<file path="src/sv/rbsi_pkg.sv">
// shared types and constants for the ray versus box slab test
package rbsi_pkg;

    localparam int WORD_BITS     = 32;
    localparam int FRACTION_BITS = 16;
    localparam int AXES          = 3;
    localparam int LANES         = 2 * AXES;
    localparam int CFG_IDX_BITS  = 4;

    // register indexes on the config port
    localparam logic [CFG_IDX_BITS-1:0] REG_BOX_MIN_X          = 4'd0;
    localparam logic [CFG_IDX_BITS-1:0] REG_BOX_MIN_Y          = 4'd1;
    localparam logic [CFG_IDX_BITS-1:0] REG_BOX_MIN_Z          = 4'd2;
    localparam logic [CFG_IDX_BITS-1:0] REG_BOX_MAX_X          = 4'd3;
    localparam logic [CFG_IDX_BITS-1:0] REG_BOX_MAX_Y          = 4'd4;
    localparam logic [CFG_IDX_BITS-1:0] REG_BOX_MAX_Z          = 4'd5;
    localparam logic [CFG_IDX_BITS-1:0] REG_PARALLEL_THRESHOLD = 4'd6;
    localparam logic [CFG_IDX_BITS-1:0] REG_HIT_THRESHOLD      = 4'd7;

    typedef logic signed [WORD_BITS-1:0] word_t;

    localparam word_t WORD_MAX = {1'b0, {(WORD_BITS-1){1'b1}}};
    localparam word_t WORD_MIN = {1'b1, {(WORD_BITS-1){1'b0}}};

    localparam logic [WORD_BITS-2:0] PARALLEL_THRESHOLD_RESET = (WORD_BITS-1)'(1);
    localparam logic [WORD_BITS-2:0] HIT_THRESHOLD_RESET      = (WORD_BITS-1)'(7);

    typedef struct packed {
        word_t origin_x;
        word_t origin_y;
        word_t origin_z;
        word_t heading_x;
        word_t heading_y;
        word_t heading_z;
    } ray_t;

    typedef struct packed {
        logic [1:0] hit_count;
        word_t      first_distance;
        word_t      second_distance;
    } hit_t;

    typedef struct packed {
        word_t                box_min_x;
        word_t                box_min_y;
        word_t                box_min_z;
        word_t                box_max_x;
        word_t                box_max_y;
        word_t                box_max_z;
        logic [WORD_BITS-2:0] parallel_threshold;
        logic [WORD_BITS-2:0] hit_threshold;
    } box_cfg_t;

    // one restoring divider lane: remainder, quotient so far, numerator bits still to shift in
    typedef struct packed {
        logic [WORD_BITS-1:0] r;
        logic [WORD_BITS-1:0] q;
        logic [WORD_BITS-1:0] n;
        logic [WORD_BITS-1:0] dv;
        logic                 neg;
        logic                 ovf;
    } div_lane_t;

    // lanes 2a and 2a+1 hold the lower and upper slab of axis a
    typedef struct packed {
        div_lane_t [LANES-1:0] lane;
        logic [AXES-1:0]       par;
        logic                  miss;
    } div_word_t;

endpackage

</file>
<file path="src/sv/rbsi_prep.sv">
// front stages: slab offsets, heading magnitude, parallel test, divider setup
module rbsi_prep (
    input  logic                aclk,
    input  logic                aresetn,
    input  logic                in_valid,
    output logic                in_ready,
    input  rbsi_pkg::ray_t      in_data,
    input  rbsi_pkg::box_cfg_t  cfg,
    output logic                out_valid,
    input  logic                out_ready,
    output rbsi_pkg::div_word_t out_data
);

    localparam int WB = rbsi_pkg::WORD_BITS;
    localparam int FB = rbsi_pkg::FRACTION_BITS;
    localparam int NA = rbsi_pkg::AXES;

    typedef struct packed {
        logic [WB:0]   diff_lo;
        logic [WB:0]   diff_hi;
        logic [WB-1:0] dmag;
        logic          dneg;
        logic          dzero;
        logic          outside;
    } axis_a_t;

    typedef struct packed {
        logic [WB-1:0] mlo;
        logic [WB-1:0] mhi;
        logic          nlo;
        logic          nhi;
        logic [WB-1:0] dmag;
        logic          par;
    } axis_b_t;

    typedef struct packed {
        axis_a_t [NA-1:0] ax;
    } stage_a_t;

    typedef struct packed {
        axis_b_t [NA-1:0] ax;
        logic             miss;
    } stage_b_t;

    function automatic rbsi_pkg::div_lane_t lane_init(
        logic [WB-1:0] m,
        logic [WB-1:0] dv,
        logic          neg
    );
        rbsi_pkg::div_lane_t l;
        logic [WB-1:0]       top;
        top   = {{FB{1'b0}}, m[WB-1:WB-FB]};
        l.r   = top;
        l.q   = '0;
        l.n   = {m[WB-FB-1:0], {FB{1'b0}}};
        l.dv  = dv;
        l.neg = neg;
        l.ovf = (top >= dv);
        return l;
    endfunction

    rbsi_pkg::word_t o_w  [NA];
    rbsi_pkg::word_t d_w  [NA];
    rbsi_pkg::word_t lo_w [NA];
    rbsi_pkg::word_t hi_w [NA];

    assign o_w[0]  = in_data.origin_x;
    assign o_w[1]  = in_data.origin_y;
    assign o_w[2]  = in_data.origin_z;
    assign d_w[0]  = in_data.heading_x;
    assign d_w[1]  = in_data.heading_y;
    assign d_w[2]  = in_data.heading_z;
    assign lo_w[0] = cfg.box_min_x;
    assign lo_w[1] = cfg.box_min_y;
    assign lo_w[2] = cfg.box_min_z;
    assign hi_w[0] = cfg.box_max_x;
    assign hi_w[1] = cfg.box_max_y;
    assign hi_w[2] = cfg.box_max_z;

    stage_a_t            a_reg, a_next;
    stage_b_t            b_reg, b_next;
    rbsi_pkg::div_word_t c_reg, c_next;
    logic                a_valid_reg, b_valid_reg, c_valid_reg;
    logic                adv_a, adv_b, adv_c;

    assign adv_c    = !c_valid_reg || out_ready;
    assign adv_b    = !b_valid_reg || adv_c;
    assign adv_a    = !a_valid_reg || adv_b;
    assign in_ready = adv_a;

    always_comb begin
        for (int a = 0; a < NA; a++) begin
            a_next.ax[a].diff_lo = {lo_w[a][WB-1], lo_w[a]} - {o_w[a][WB-1], o_w[a]};
            a_next.ax[a].diff_hi = {hi_w[a][WB-1], hi_w[a]} - {o_w[a][WB-1], o_w[a]};
            a_next.ax[a].dmag    = d_w[a][WB-1] ? (~d_w[a] + 1'b1) : d_w[a];
            a_next.ax[a].dneg    = d_w[a][WB-1];
            a_next.ax[a].dzero   = (d_w[a] == '0);
            a_next.ax[a].outside = (o_w[a] < lo_w[a]) || (o_w[a] > hi_w[a]);
        end
    end

    always_comb begin
        b_next.miss = 1'b0;
        for (int a = 0; a < NA; a++) begin
            b_next.ax[a].mlo  = a_reg.ax[a].diff_lo[WB] ? (~a_reg.ax[a].diff_lo[WB-1:0] + 1'b1)
                                                        : a_reg.ax[a].diff_lo[WB-1:0];
            b_next.ax[a].mhi  = a_reg.ax[a].diff_hi[WB] ? (~a_reg.ax[a].diff_hi[WB-1:0] + 1'b1)
                                                        : a_reg.ax[a].diff_hi[WB-1:0];
            b_next.ax[a].nlo  = a_reg.ax[a].diff_lo[WB] ^ a_reg.ax[a].dneg;
            b_next.ax[a].nhi  = a_reg.ax[a].diff_hi[WB] ^ a_reg.ax[a].dneg;
            b_next.ax[a].dmag = a_reg.ax[a].dmag;
            b_next.ax[a].par  = a_reg.ax[a].dzero
                              || (a_reg.ax[a].dmag < {1'b0, cfg.parallel_threshold});
            b_next.miss       = b_next.miss || (b_next.ax[a].par && a_reg.ax[a].outside);
        end
    end

    always_comb begin
        c_next.miss = b_reg.miss;
        for (int a = 0; a < NA; a++) begin
            c_next.lane[2*a]   = lane_init(b_reg.ax[a].mlo, b_reg.ax[a].dmag, b_reg.ax[a].nlo);
            c_next.lane[2*a+1] = lane_init(b_reg.ax[a].mhi, b_reg.ax[a].dmag, b_reg.ax[a].nhi);
            c_next.par[a]      = b_reg.ax[a].par;
        end
    end

    always_ff @(posedge aclk) begin
        if (!aresetn) begin
            a_valid_reg <= 1'b0;
            b_valid_reg <= 1'b0;
            c_valid_reg <= 1'b0;
        end else begin
            if (adv_a) a_valid_reg <= in_valid;
            if (adv_b) b_valid_reg <= a_valid_reg;
            if (adv_c) c_valid_reg <= b_valid_reg;
        end
    end

    always_ff @(posedge aclk) begin
        if (adv_a) a_reg <= a_next;
        if (adv_b) b_reg <= b_next;
        if (adv_c) c_reg <= c_next;
    end

    assign out_valid = c_valid_reg;
    assign out_data  = c_reg;

endmodule

</file>
<file path="config.mk">
export PLATFORM = sky130hd
export DESIGN_NAME = rbsi_prep
export DESIGN_NICKNAME = d
export VERILOG_FILES = /design/src/sv/rbsi_pkg.sv /design/src/sv/rbsi_prep.sv
export SDC_FILE = /design/constraint.sdc
export NUM_CORES = 2
export LEC_CHECK = 0
export CORE_AREA = 5 5 485 487
export DETAILED_ROUTE_END_ITERATION = 8
export DIE_AREA = 0 0 490 492
export DONT_BUFFER_PORTS = 1
export GPL_ROUTABILITY_DRIVEN = 0
export PLACE_DENSITY = 0.33
export SYNTH_ARGS = -nofsm -noshare
export SYNTH_HDL_FRONTEND = slang
export SYNTH_SLANG_ARGS = --single-unit
</file>
<file path="constraint.sdc">
create_clock -name aclk -period 10.7 [get_ports aclk]
set_input_delay 1.07 -clock aclk [delete_from_list [all_inputs] [get_ports aclk]]
set_output_delay 1.07 -clock aclk [all_outputs]
set_load 0.005 [all_outputs]
</file>
# After elaboration in Yosys (flattened, before gate mapping)
# Index checks and enable logic that the tools add are counted.
[op_classes] add_sub_neg=15 magnitude_cmp=15 muxes=9 n_bitwise=15 n_reduce_logical=20
[ops] cell="adder 32 x 1 -> 32 bit, second input constant" n=9
[ops] cell="inverter 32 bit" n=9
[ops] cell="subtractor 32 x 32 -> 33 bit" n=6
[ops] cell="greater-or-equal comparator 16 x 32 -> 1 bit" n=6
[ops] cell="two-way mux 32 bit" n=6
[ops] cell="greater-than comparator 32 bit" n=3
[ops] cell="logical NOT 32 bit" n=3
[ops] cell="< comparator 32 x 31 -> 1 bit" n=3
[ops] cell="< comparator 32 bit" n=3
[ops] cell="two-way mux 31 bit" n=3
[ops] cell="logical OR 1 bit" n=11
[ops] cell="XOR 1 bit" n=6
[ops] cell="logical AND 1 bit" n=3
[ops] cell="logical NOT 1 bit" n=3
[totals] regBits=908 in_bits=450 output_inout_bits=786 elab_cells=146

# Depth between registers and ports, before layout
[depth] word_depth=5 ltp_mapped=13 mapped_depth_nobuf=13

# Worst setup path before layout
# Ideal clock, no wire load.
[synth_timing] path_kind="input to register" start="input port out_ready" end="register a_reg[0] (netlist bit), enable pin" setup_time_ns=3.046 t_arrival_ns=8.057 required_ns=7.654 path_slack_ns=-0.403 path_stages=2 n_path_buf=0 path_cell_list="nor2b_1 > nand3_1"
[synth_via] elab_chain_cells=3
[synth_rtl] item="start, declared" line_no="rbsi_prep.sv:10" text="input logic out_ready,"
[synth_rtl] item="logical OR 1 bit" line_no="rbsi_prep.sv:86" text="assign adv_c = !c_valid_reg || out_ready;"
[synth_rtl] item="logical OR 1 bit" line_no="rbsi_prep.sv:87" text="assign adv_b = !b_valid_reg || adv_c;"
[synth_rtl] item="logical OR 1 bit" line_no="rbsi_prep.sv:88" text="assign adv_a = !a_valid_reg || adv_b;"
[synth_rtl] item="via in_ready" line_no="rbsi_prep.sv:6" text="output logic in_ready,"
[synth_rtl] item="end signal, assigned" line_no="rbsi_prep.sv:140" text="if (adv_a) a_reg <= a_next;"
[synth_rtl] item="end, declared" line_no="rbsi_prep.sv:80" text="stage_a_t a_reg, a_next;"
# The timed path passes the listed nets, and every way through them passes these cells.
# A chain may end at the register's enable or synchronous reset.

# Final worst setup path
[layout_timing] start="register c_valid_reg, in the netlist out_valid" end="output port in_ready"
[layout_via] elab_chain_cells=4
[layout_rtl] item="start, declared" line_no="rbsi_prep.sv:83" text="logic a_valid_reg, b_valid_reg, c_valid_reg;"
[layout_rtl] item="start signal, assigned" line_no="rbsi_prep.sv:135" text="if (adv_c) c_valid_reg <= b_valid_reg;"
[layout_rtl] item="logical NOT 1 bit" line_no="rbsi_prep.sv:86"
[layout_rtl] item="logical OR 1 bit" line_no="rbsi_prep.sv:86"
[layout_rtl] item="logical OR 1 bit" line_no="rbsi_prep.sv:87"
[layout_rtl] item="logical OR 1 bit" line_no="rbsi_prep.sv:88"
[layout_rtl] item="end, declared" line_no="rbsi_prep.sv:6"
# No other way between the ends.

==> impl_metrics.csv <==
group,metric,value,unit
final_layout,area_growth,11.2,%
routing,dr_total_vias,30600,
placed_design,dp_hpwl,146000,um
global_route,grt_use_met3,0.0413,
yosys,synth_area,50600,sq um
sta,worst_pin_slew,0.978,ns
setup_path,critPathKind,"flip-flop to output pin",
yosys,ys_dominant_reg_cell,"edfxtp_1",
setup_path,startpoint_type,"flip-flop",
final_layout,largest_reg_flops,304,
floorplanning,die_w,490,um
setup_path,cp-end-kind,"output pin",
clock_network,cts_tree,"built",
yosys,seq_area_frac_synth,0.538,
run,maxCapViolCount,0,
power,power,11600,uW
setup_path,critical_path.top_delay_family,"simple AND/OR/NAND/NOR gates",
setup_path,cp.arrival,3.09,ns
sta,maxSlewViolCount,0,
sta,timing.fmax,0.240,GHz
power,powerDensity,206,nW/um^2
floorplanning,die_h,492,um
final_layout,nets,5027,
global_route,antenna_found_initial,26,
floorplanning,core_area,231000,sq um
routing,ant_nets,0,
global_route,grt_max_degree,105,
global_route,grt_usage,0.142,
clock_network,hold_buffers,0,
yosys,synth_warnings,0,
clock_network,cts_max_path_buffers,3,
clock_network,clk_latency,0.75,ns
routing,viasPerCell,4.18,
floorplanning,start_util,0.219,
sta,fin_crit,4.16,ns
sta,rsz0062_at_grt,"false",
global_route,grt_pass1_vias,30300,
sta,finalHoldViolations,0,
sta,timing.hold.ws,0.397,ns
global_route,grt_overflow,0,
setup_path,cp_max_fo,39,
sta,min_period_over_period,0.389,
hold_path,hold_class,"flip-flop to flip-flop",
floorplanning,rows,177,
power,power.leakage,0.0221,uW
clock_network,postCtsSetupBuffers,0,
global_route,use_met2,0.245,
clock_network,cts_buffers,116,
clock_network,cts_root_buf,"clkbuf_16",
clock_network,cts_resized,0,
yosys,ys_types,75,
routing,totalWireLength,179000,um
sta,tns,0,ns
setup_path,slowest_stage,"nor2b_1",
clock_network,cts.clk_slew.worst_paths,0.06,ns
clock_network,clock-sinks,908,
routing,drt_iter0_drc,1871,
global_route,grt_pass1_wl,244000,um
run_status,status,"completed",
sta,setup_viol,0,
routing,wl_per_cell,24.4,um
placed_design,dpl_cell_area,52300,sq um
floorplanning,fp.dieArea,241000,sq um
global_route,grt_util_met1,0.172,
final_layout,drive_gt1_frac,0.0554,
routing,drc,0,
power,peakVddDrop,141,uV
yosys,netlist_instances,4172,
setup_path,cp.required,9.63,ns
placed_design,numPortBuffers,0,
setup_path,slowest_delay,0.70,ns
setup_path,cp.buffers_inverters,1,
yosys,syn_avg_cell_area,12.1,sq um
setup_path,path_cells,"nor2b_1 > nand3_4 > buf_4",
yosys,async_reset_ff_frac,0,
floorplanning,ios,1236,
sta,clock-skew-final,0.0322,ns
yosys,ys_ff_latch,908,
sta,relSlewSlack,0.348,
routing,first_pass_iters,5,
final_layout,fin_area,56200,sq um
yosys,synth-edff-count,905,
clock_network,htreeDepth,3,
global_route,grt_busiest_layer,"met2",
## final cells by class
| class | count | area [sq um] |
|---|---|---|
| Fill cell | 24200 | 175000 |
| Sequential cell | 908 | 27200 |
| Multi-Input combinational cell | 2864 | 20100 |
| Tap cell | 3043 | 3810 |
| Clock buffer | 141 | 3040 |
| Inverter | 261 | 987 |
| Clock inverter | 77 | 848 |
| Timing Repair Buffer | 27 | 228 |
| Antenna cell | 9 | 22.5 |
## routing by layer
| metal | routed length, um | vias to the layer above |
|---|---|---|
| met1 | 73900 | 14900 |
| met5 | 107 | - |
| met4 | 4790 | 16 |
| met3 | 12500 | 204 |
| li1 | - | 14600 |
| met2 | 87900 | 972 |
## cell families after synthesis
logic type / Yosys count / synth area share
DFF: 908 / 0.538
AOI/OAI and AO/OA: 890 / 0.115
buffers and inverters: 783 / 0.0937
and+or+nand+nor: 760 / 0.0792
xor gates and xnor gates: 431 / 0.0746
adders and majority gates: 399 / 0.0996
other: 1 / 0.0000741
## worst reg2reg max path: cells and delay by family (launching register included)
kind	cells	cell delay [ns]
AND/OR/NAND/NOR	2	1.35
flip-flops	1	0.34
buffers and inverters	3	1.44
## through the flow
stage,setup slack [ns],utilization,cells
2_1_floorplan,2.25,-,4555
3_3_place_gp,6.13,0.227,7103
3_5_place_dp,6.15,0.227,7103
4_1_cts,6.36,0.243,7321
5_1_grt,6.26,0.243,7325
6_report,6.54,0.244,7330
## placed cells by master, fill, tap and decap left out, types with 25 or more instances in the layout
| cell | instances |
|---|---|
| nand2_1 | 191 |
| clkbuf_16 | 118 |
| nor2b_1 | 48 |
| o21ai_0 | 211 |
| xor2_1 | 80 |
| nand4_1 | 37 |
| a21o_1 | 134 |
| o21a_1 | 47 |
| inv_1 | 259 |
| nor2_1 | 135 |
| o41ai_1 | 39 |
| edfxtp_1 | 905 |
| nand3_1 | 39 |
| nor3_1 | 43 |
| or3_1 | 46 |
| xnor2_1 | 351 |
| o31ai_1 | 81 |
| a21oi_1 | 206 |
| buf_4 | 25 |
| conb_1 | 384 |
| ha_1 | 393 |
| nand2b_1 | 59 |
| or4_1 | 48 |
| nor4_1 | 28 |
| and3_1 | 25 |
## cell usage after synthesis (all sizes together) (49+ instances only)
cell type | number | share of area
a21o | 134 | 0.020
ha | 393 | 0.097
xor2 | 80 | 0.014
xnor2 | 351 | 0.061
inv | 261 | 0.019
o21ai | 215 | 0.021
o31ai | 82 | 0.012
or3 | 49 | 0.0064
nor2 | 136 | 0.010
buf | 482 | 0.071
edfxtp | 905 | 0.54
or4 | 56 | 0.0089
nand2 | 192 | 0.014
a21oi | 206 | 0.020
nand2b | 59 | 0.0073
## path summary, 6_finish.rpt
check                          from  slack, ns  cells past startpoint                 endpoint
max          out_valid$_SDFFE_PN0P_       6.54                      3                 in_ready
max reg2reg  out_valid$_SDFFE_PN0P_       7.08                      5     a_reg[221]$_DFFE_PP_
min            b_reg[181]$_DFFE_PP_       0.40                      0  out_data[328]$_DFFE_PP_
min reg2reg    b_reg[181]$_DFFE_PP_       0.40                      0  out_data[328]$_DFFE_PP_
## where the power goes
part	total (uW)	switching (uW)	leakage, uW	internal (uW)
logic	1690	959	0.0106	728
clock network	4060	1670	0.00187	2380
registers	5860	842	0.00961	5020
total	11600	3470	0.0221	8130
(Power assumes the default switching activity.)
