### src/sv/rbsi_pkg.sv
// shared types and constants for the ray versus box slab test
package rbsi_pkg;

    localparam int WORD_BITS     = 32;
    localparam int FRACTION_BITS = 16;
    localparam int AXES          = 3;
    localparam int LANES         = 2 * AXES;
    localparam int CFG_IDX_BITS  = 4;

    // register indexes on the config port
    localparam logic [CFG_IDX_BITS-1:0] REG_BOX_MIN_X          = 4'd0;
    localparam logic [CFG_IDX_BITS-1:0] REG_BOX_MIN_Y          = 4'd1;
    localparam logic [CFG_IDX_BITS-1:0] REG_BOX_MIN_Z          = 4'd2;
    localparam logic [CFG_IDX_BITS-1:0] REG_BOX_MAX_X          = 4'd3;
    localparam logic [CFG_IDX_BITS-1:0] REG_BOX_MAX_Y          = 4'd4;
    localparam logic [CFG_IDX_BITS-1:0] REG_BOX_MAX_Z          = 4'd5;
    localparam logic [CFG_IDX_BITS-1:0] REG_PARALLEL_THRESHOLD = 4'd6;
    localparam logic [CFG_IDX_BITS-1:0] REG_HIT_THRESHOLD      = 4'd7;

    typedef logic signed [WORD_BITS-1:0] word_t;

    localparam word_t WORD_MAX = {1'b0, {(WORD_BITS-1){1'b1}}};
    localparam word_t WORD_MIN = {1'b1, {(WORD_BITS-1){1'b0}}};

    localparam logic [WORD_BITS-2:0] PARALLEL_THRESHOLD_RESET = (WORD_BITS-1)'(1);
    localparam logic [WORD_BITS-2:0] HIT_THRESHOLD_RESET      = (WORD_BITS-1)'(7);

    typedef struct packed {
        word_t origin_x;
        word_t origin_y;
        word_t origin_z;
        word_t heading_x;
        word_t heading_y;
        word_t heading_z;
    } ray_t;

    typedef struct packed {
        logic [1:0] hit_count;
        word_t      first_distance;
        word_t      second_distance;
    } hit_t;

    typedef struct packed {
        word_t                box_min_x;
        word_t                box_min_y;
        word_t                box_min_z;
        word_t                box_max_x;
        word_t                box_max_y;
        word_t                box_max_z;
        logic [WORD_BITS-2:0] parallel_threshold;
        logic [WORD_BITS-2:0] hit_threshold;
    } box_cfg_t;

    // one restoring divider lane: remainder, quotient so far, numerator bits still to shift in
    typedef struct packed {
        logic [WORD_BITS-1:0] r;
        logic [WORD_BITS-1:0] q;
        logic [WORD_BITS-1:0] n;
        logic [WORD_BITS-1:0] dv;
        logic                 neg;
        logic                 ovf;
    } div_lane_t;

    // lanes 2a and 2a+1 hold the lower and upper slab of axis a
    typedef struct packed {
        div_lane_t [LANES-1:0] lane;
        logic [AXES-1:0]       par;
        logic                  miss;
    } div_word_t;

endpackage

### src/sv/rbsi_resolve.sv
// back stages: quotient saturation, slab ordering, interval narrowing, hit report
module rbsi_resolve (
    input  logic                aclk,
    input  logic                aresetn,
    input  logic                in_valid,
    output logic                in_ready,
    input  rbsi_pkg::div_word_t in_data,
    input  rbsi_pkg::box_cfg_t  cfg,
    output logic                out_valid,
    input  logic                out_ready,
    output rbsi_pkg::hit_t      out_data
);

    localparam int WB = rbsi_pkg::WORD_BITS;
    localparam int NA = rbsi_pkg::AXES;
    localparam int NL = rbsi_pkg::LANES;

    typedef struct packed {
        rbsi_pkg::word_t [NL-1:0] t;
        logic [NA-1:0]            par;
        logic                     miss;
    } r1_t;

    typedef struct packed {
        rbsi_pkg::word_t [NA-1:0] nr;
        rbsi_pkg::word_t [NA-1:0] fr;
        logic                     miss;
    } r2_t;

    typedef struct packed {
        rbsi_pkg::word_t na;
        rbsi_pkg::word_t nb;
        rbsi_pkg::word_t fa;
        rbsi_pkg::word_t fb;
        logic            miss;
    } r3_t;

    typedef struct packed {
        rbsi_pkg::word_t t_near;
        rbsi_pkg::word_t t_far;
        logic            miss;
    } r4_t;

    // signed, saturated quotient from magnitude, sign and overflow flag
    function automatic rbsi_pkg::word_t finish(rbsi_pkg::div_lane_t l);
        if (!l.neg) begin
            if (l.ovf || l.q[WB-1]) return rbsi_pkg::WORD_MAX;
            return $signed(l.q);
        end
        if (l.ovf || (l.q[WB-1] && (|l.q[WB-2:0]))) return rbsi_pkg::WORD_MIN;
        return $signed(~l.q + 1'b1);
    endfunction

    r1_t            r1_reg, r1_next;
    r2_t            r2_reg, r2_next;
    r3_t            r3_reg, r3_next;
    r4_t            r4_reg, r4_next;
    rbsi_pkg::hit_t r5_reg, r5_next;
    logic [4:0]     valid_reg;
    logic [4:0]     adv;

    assign adv[4]   = !valid_reg[4] || out_ready;
    assign adv[3]   = !valid_reg[3] || adv[4];
    assign adv[2]   = !valid_reg[2] || adv[3];
    assign adv[1]   = !valid_reg[1] || adv[2];
    assign adv[0]   = !valid_reg[0] || adv[1];
    assign in_ready = adv[0];

    always_comb begin
        r1_next.par  = in_data.par;
        r1_next.miss = in_data.miss;
        for (int j = 0; j < NL; j++) begin
            r1_next.t[j] = finish(in_data.lane[j]);
        end
    end

    // order each slab pair; a parallel axis leaves the interval alone
    always_comb begin
        r2_next.miss = r1_reg.miss;
        for (int a = 0; a < NA; a++) begin
            if (r1_reg.par[a]) begin
                r2_next.nr[a] = '0;
                r2_next.fr[a] = rbsi_pkg::WORD_MAX;
            end else if ($signed(r1_reg.t[2*a]) > $signed(r1_reg.t[2*a+1])) begin
                r2_next.nr[a] = r1_reg.t[2*a+1];
                r2_next.fr[a] = r1_reg.t[2*a];
            end else begin
                r2_next.nr[a] = r1_reg.t[2*a];
                r2_next.fr[a] = r1_reg.t[2*a+1];
            end
        end
    end

    always_comb begin
        r3_next.miss = r2_reg.miss;
        r3_next.na = ($signed(r2_reg.nr[0]) > $signed(r2_reg.nr[1])) ? r2_reg.nr[0]
                                                                      : r2_reg.nr[1];
        r3_next.nb = ($signed(r2_reg.nr[2]) > 0) ? r2_reg.nr[2] : '0;
        r3_next.fa = ($signed(r2_reg.fr[0]) < $signed(r2_reg.fr[1])) ? r2_reg.fr[0]
                                                                      : r2_reg.fr[1];
        r3_next.fb = r2_reg.fr[2];
    end

    always_comb begin
        r4_next.miss   = r3_reg.miss;
        r4_next.t_near = ($signed(r3_reg.na) > $signed(r3_reg.nb)) ? r3_reg.na : r3_reg.nb;
        r4_next.t_far  = ($signed(r3_reg.fa) < $signed(r3_reg.fb)) ? r3_reg.fa : r3_reg.fb;
    end

    rbsi_pkg::word_t thr;
    logic            miss_all, hit_near, hit_far;

    assign thr      = $signed({1'b0, cfg.hit_threshold});
    assign miss_all = r4_reg.miss || ($signed(r4_reg.t_near) > $signed(r4_reg.t_far))
                    || r4_reg.t_far[WB-1];
    assign hit_near = $signed(r4_reg.t_near) > $signed(thr);
    assign hit_far  = ($signed(r4_reg.t_far) > $signed(thr)) && (r4_reg.t_far != r4_reg.t_near);

    always_comb begin
        r5_next = '0;
        if (!miss_all) begin
            r5_next.hit_count = {1'b0, hit_near} + {1'b0, hit_far};
            if (hit_near) begin
                r5_next.first_distance = r4_reg.t_near;
                if (hit_far) r5_next.second_distance = r4_reg.t_far;
            end else if (hit_far) begin
                r5_next.first_distance = r4_reg.t_far;
            end
        end
    end

    always_ff @(posedge aclk) begin
        if (!aresetn) begin
            valid_reg <= '0;
        end else begin
            if (adv[0]) valid_reg[0] <= in_valid;
            if (adv[1]) valid_reg[1] <= valid_reg[0];
            if (adv[2]) valid_reg[2] <= valid_reg[1];
            if (adv[3]) valid_reg[3] <= valid_reg[2];
            if (adv[4]) valid_reg[4] <= valid_reg[3];
        end
    end

    always_ff @(posedge aclk) begin
        if (adv[0]) r1_reg <= r1_next;
        if (adv[1]) r2_reg <= r2_next;
        if (adv[2]) r3_reg <= r3_next;
        if (adv[3]) r4_reg <= r4_next;
        if (adv[4]) r5_reg <= r5_next;
    end

    assign out_valid = valid_reg[4];
    assign out_data  = r5_reg;

endmodule

### config.mk
export PLATFORM = sky130hd
export DESIGN_NAME = rbsi_resolve
export DESIGN_NICKNAME = d
export VERILOG_FILES = /design/src/sv/rbsi_pkg.sv /design/src/sv/rbsi_resolve.sv
export SDC_FILE = /design/constraint.sdc
export NUM_CORES = 2
export LEC_CHECK = 0
export ABC_AREA = 1
export BUFFER_PORTS_ARGS = -buffer_cell sky130_fd_sc_hd__buf_2
export CORE_AREA = 2 2 435 437
export DETAILED_ROUTE_END_ITERATION = 12
export DIE_AREA = 0 0 437 439
export PLACE_DENSITY = 0.48
export SETUP_SLACK_MARGIN = 0.02
export SYNTH_ARGS = -nofsm -noshare
export SYNTH_HDL_FRONTEND = slang
export SYNTH_SLANG_ARGS = --single-unit
### constraint.sdc
create_clock -name aclk -period 11.5 [get_ports aclk]
set_input_delay 0 -clock aclk [delete_from_list [all_inputs] [get_ports aclk]]
set_output_delay 0 -clock aclk [all_outputs]
set_load 0.1 [all_outputs]
Yosys cells after proc, flatten, opt, wreduce, memory -nomap -nowiden:

Index checks and enable logic that the tools add are counted.

* register bits: 654
* bits of input ports: 1042
* output and inout port bits: 68
* word-level logic and storage cells: 167

* add/sub/neg operators: 7
* $lt $le $gt $ge: 11
* eq/ne operators: 1
* mux-type cells: 72
* bitwise logic cells: 7
* reduce and logical (&&, ||, !) cells: 38

Operators by type and width (count)
* two-way mux 32 bit: 48
* greater-than comparator 32 bit: 8
* adder 32 x 1 -> 32 bit (second input constant): 6
* NOT 32 bit: 6
* OR reduction 31 bit: 6
* less-than comparator 32 bit: 2
* greater-than comparator 32 x 1 -> 1 bit (second input constant): 1
* inequality test 32 bit: 1
* two-way mux 1 bit: 24
* logical OR 1 bit: 19
* logical AND 1 bit: 7
* zero test 1 bit: 5
* adder 1 x 1 -> 2 bit: 1
* OR reduction 2 bit: 1
* NOT 1 bit: 1

Logic depth before layout (Yosys ltp):

* word-level depth: 8
* depth in mapped cells: 19
* mapped depth without buffers: 18

Worst setup path after synthesis:

OpenSTA, ideal clock, no wires.

* path type: register to register
* from: register valid_reg[4]
* to: register r1_reg[0] (netlist name), enable pin
* setup time: 0.597 ns
* arrival: 11.337 ns
* data required time: 10.903 ns
* slack: -0.433 ns
* cell stages (with the launch flop): 10
* clock period less this slack: 11.933 ns
* path through: dfxtp_1 > inv_1 > nor2_1 > inv_1 > nor2_1 > inv_1 > nor2_1 > inv_1 > nor2_1 > nand2_1

* longest elaborated chain between the ends: 6

Ends and longest elaborated chain
* start, declared: RTL line rbsi_resolve.sv:59 `logic [4:0] valid_reg;`
* start signal, assigned: RTL line rbsi_resolve.sv:140 `if (adv[4]) valid_reg[4] <= valid_reg[3];`
* zero test 1 bit: RTL line rbsi_resolve.sv:62 `assign adv[4] = !valid_reg[4] || out_ready;`
* logical OR 1 bit: RTL line rbsi_resolve.sv:62
* named net adv[4]: RTL line rbsi_resolve.sv:60 `logic [4:0] adv;`
* logical OR 1 bit: RTL line rbsi_resolve.sv:63 `assign adv[3] = !valid_reg[3] || adv[4];`
* named net adv[3]: RTL line rbsi_resolve.sv:60
* logical OR 1 bit: RTL line rbsi_resolve.sv:64 `assign adv[2] = !valid_reg[2] || adv[3];`
* named net adv[2]: RTL line rbsi_resolve.sv:60
* logical OR 1 bit: RTL line rbsi_resolve.sv:65 `assign adv[1] = !valid_reg[1] || adv[2];`
* logical OR 1 bit: RTL line rbsi_resolve.sv:66 `assign adv[0] = !valid_reg[0] || adv[1];`
* named net in_ready: RTL line rbsi_resolve.sv:6 `output logic in_ready,`
* end signal, assigned: RTL line rbsi_resolve.sv:145 `if (adv[0]) r1_reg <= r1_next;`
* end, declared: RTL line rbsi_resolve.sv:54 `r1_t r1_reg, r1_next;`

The timed path passes the listed nets, and every way through them passes these cells.
A chain may end at the register's enable or synchronous reset.

Worst setup path in the final report:

* from: register valid_reg[4]
* to: register r1_reg[44] (netlist name), enable pin

* longest elaborated chain between the ends: 6

Ends and longest elaborated chain (RTL line)
* zero test 1 bit: rbsi_resolve.sv:62
* logical OR 1 bit: rbsi_resolve.sv:62
* named net adv[4]: rbsi_resolve.sv:60
* logical OR 1 bit: rbsi_resolve.sv:63
* named net adv[3]: rbsi_resolve.sv:60
* logical OR 1 bit: rbsi_resolve.sv:64
* named net adv[2]: rbsi_resolve.sv:60
* logical OR 1 bit: rbsi_resolve.sv:65
* logical OR 1 bit: rbsi_resolve.sv:66

The timed path passes the listed nets, and every way through them passes these cells.

==> metrics.md <==
| Metric | Value |
|---|---|
| Worst Tran Pin Value | `1270 ps` |
| Post-route ant nets | `0` |
| Clock slew at reported path FFs | `60 ps` |
| GPL Wtd Cong | `0.880` |
| Ys async rst share | `0%` |
| CTS sink count | `roughly 650` |
| CP Capture Point | `r1_reg[44]` |
| Startpoint types | `register` |
| Chip width | `437 microns` |
| Final worst setup slack | `about 5900 ps` |
| H-tree levels | `3` |
| Rows | `159` |
| Max Slew Vio Count | `0` |
| Ys flop type | `edfxtp_1` |
| Area delta synth->final | `22.2%` |
| CP Capture Type | `register` |
| Status | `finished, final reports clean` |
| Clock Skew | `76.3 ps` |
| Pleak | `around 23 nW` |
| WL final | `between 100 and 150 mm` |
| Total GRT Usage | `15.1%` |
| Critical-path cell list | `inv_1 -> nor2_1 -> inv_2 -> buf_4 -> nor2_1 -> inv_2 -> buf_4 -> nor2_1 -> inv_4 -> nor2_1 -> nand2_8 -> buf_4 -> buf_4` |
| Rel. slew slack | `around 15%` |
| Clk_lat worst skew | `between 700 and 800 ps` |
| Flop-to-flop setup slack | `about 6000 ps` |
| Pwr dens | `189 nW/um^2` |
| Worst r2r src | `valid_reg[4]` |
| Top fanout value on the critical path | `75` |
| DRC errors left | `0` |
| Clock Path Buffers | `3` |
| Fin cells | `8009` |
| First-pass GRT wire length | `221 mm` |
| Final setup fails | `0` |
| CP max stage delay | `820 ps` |
| Avg Cell Area, Syn | `around 8.5 sq um` |
| Crit Reg-Reg Endpoint | `r1_reg[44]` |
| Die ar. | `192000 sq um` |
| Largest net degree at the start of global routing | `85` |
| Initial antenna violation count | `12` |
| TritonCTS clock tree | `built` |
| Post-DP HPWL | `~120 mm` |
| Worst Setup Path Type | `reg -> reg` |
| TNS Setup | `0 ps` |
| Commonest non-fill, non-tap cell in the layout | `nand2_1` |
| Root buf cell | `clkbuf_16` |
| Buf/Inv on CP | `8` |
| Slowest CP cell | `buf_4` |
| Yosys top cell by area | `edfxtp_1` |
| # port buffers | `310` |
| Commonest cells after routing, fill and taps aside | `nand2_1 (901), inv_1 (706), edfxtp_1 (649), nor2_1 (461), nand3_1 (457)` |
| Post-layout nets | `6813` |
| Post-layout util | `27.7%` |
| Post-place setup slack | `slightly below 6000 ps` |
| Placed Cells incl. Taps | `7587` |
| Vias per inst | `4.55` |
| Mapped Area | `42400 sq um` |
| Netlist cell types | `44` |
| Routed via count | `36400` |
| # Max-Cap Violations | `0` |
| Seq cells post-synth | `654` |
| Die Y | `between 400 and 500 microns` |
| Flip-flop count of the largest register after layout | `196` |
| Path depth of the worst reg2reg path | `13` |
| Post-CTS Setup Inserts | `0` |
| I/O pin count | `1110` |
| Mapped Cells | `between 4000 and 5000` |
| Core Region | `187000 sq um` |
| Tmin final | `around 5600 ps` |
| Hold Crit Class | `in -> reg` |
| Setup crit start | `valid_reg[4]` |
| Cell family with most CP delay | `buffers and inverters` |
| Sequential cell area fraction in the yosys report | `46.2%` |
| Syn. warnings | `0` |
| Worst Path Required | `11780 ps` |
| Drt pass-1 iters | `5` |
| Initial Utilization | `22.7%` |
| CTS Buf Count | `77` |
| Vias in the first global route | `35000` |
| RSZ-0062 raised after global routing | `false` |
| EDFF count, synth | `649` |
| Top post-synthesis cells by area | `edfxtp_1 (46%), ha_1 (9.5%), nand2_1 (8.0%), inv_1 (6.3%), nand3_1 (5.4%)` |
| Global route total overflow | `0` |
| Max rail drop VDD | `0.170 mV` |
| Arr. time, crit path | `5900 ps` |
| DR iter-0 viols | `~2800` |
| Tcrit/Tclk final | `48.9%` |
| Synth top area share | `46.0%` |
| WL per Instance | `18.6 microns` |
| Critical Path Stages | `13` |
| Final hold violation count | `0` |
| Peak Freq | `178 MHz` |
| Share of layout cells above drive strength 1 | `9.80%` |
==> power by group <==
part / internal, mW / switching [mW]
clock: 1.53 / 1.05
sequential: 3.22 / 0.545
combinational: 1.03 / 2.41
==> kinds of logic after synthesis <==
| kind of cell | after synthesis | synth area share, % |
|---|---|---|
| other | 1 | 0.00885 |
| xor gates and xnor gates | 154 | 3.18 |
| DFF | 654 | 46.2 |
| AOI/OAI and AO/OA | 587 | 7.42 |
| buffers and inverters | 949 | 8.97 |
| adders and majority gates | 323 | 9.54 |
| and+or+nand+nor | 2300 | 24.7 |
==> area by class of cell <==
class                           count  area, sq um
Tap cell                         2495         3120
Timing Repair Buffer              621         4580
Clock inverter                     46          711
Sequential cell                   654        19600
Multi-Input combinational cell   3367        19100
Antenna cell                        4         10.0
Clock buffer                       95         1990
Fill cell                       20000       135000
Inverter                          727         2740
==> worst min-delay path, stage by stage <==
cell and delay, ps:
buf_2 80, inv_1 80, nand2_1 190, o21ai_0 170
==> per-stage QoR <==
step | hold WS (ps) | power, mW | cell area [sq um]
2_1_floorplan | 98.9 | 5.83 | 42400
3_3_place_gp | 179 | 7.12 | 46300
3_5_place_dp | 181 | 7.17 | 46300
4_1_cts | 2.15 | 9.88 | 51800
5_1_grt | 37.3 | 10.4 | 51800
6_report | 46.9 | 9.80 | 51800
==> synth_stat cells, types with 13 or more instances <==
| cell type | instances |
|---|---|
| o221ai_1 | 23 |
| nand4_1 | 319 |
| xor2_1 | 122 |
| buf_2 | 85 |
| a21oi_1 | 173 |
| o21a_1 | 18 |
| nor4_1 | 21 |
| edfxtp_1 | 649 |
| xnor2_1 | 32 |
| buf_1 | 32 |
| inv_1 | 710 |
| nand2_1 | 904 |
| clkbuf_1 | 82 |
| o21ai_0 | 289 |
| ha_1 | 323 |
| buf_6 | 13 |
| inv_2 | 17 |
| nand3_1 | 461 |
| nor3_1 | 61 |
| nor2_1 | 463 |
| nor3b_1 | 23 |
| o21ai_1 | 59 |
==> timing repair <==
item / CTS / global route
gates resized for setup: 0 / 0
hold endpoints to repair: 200 / 0
hold buffers: 277 / 0
==> layer usage <==
layer | vias to the layer above | wire length (microns) | global-route usage (%) | share of wire, %
met5 | - | 62 | 0 | 0.042
met4 | 10 | 3450 | 4.11 | 2.3
met3 | 158 | 6310 | 1.73 | 4.2
met2 | 898 | 71800 | 25.8 | 48
met1 | 17400 | 67200 | 20.2 | 45
li1 | 17900 | - | - | -
==> how the worst min path moves through the flow <==
| stage | from | end | slack (ps) | cells past startpoint |
|---|---|---|---|---|
| 2_1_floorplan | in_data[0] | r1_reg[0] | 100 | 0 |
| 3_3_place_gp | in_data[3] | r1_reg[3] | 180 | 1 |
| 3_5_place_dp | in_data[0] | r1_reg[0] | 180 | 1 |
| 4_1_cts | in_data[4] | r1_reg[4] | 2 | 4 |
| 5_1_grt | in_data[354] | r1_reg[92] | 40 | 3 |
| 6_report | in_data[4] | r1_reg[4] | 50 | 4 |
Note: power is estimated with default switching activity, not from simulation.
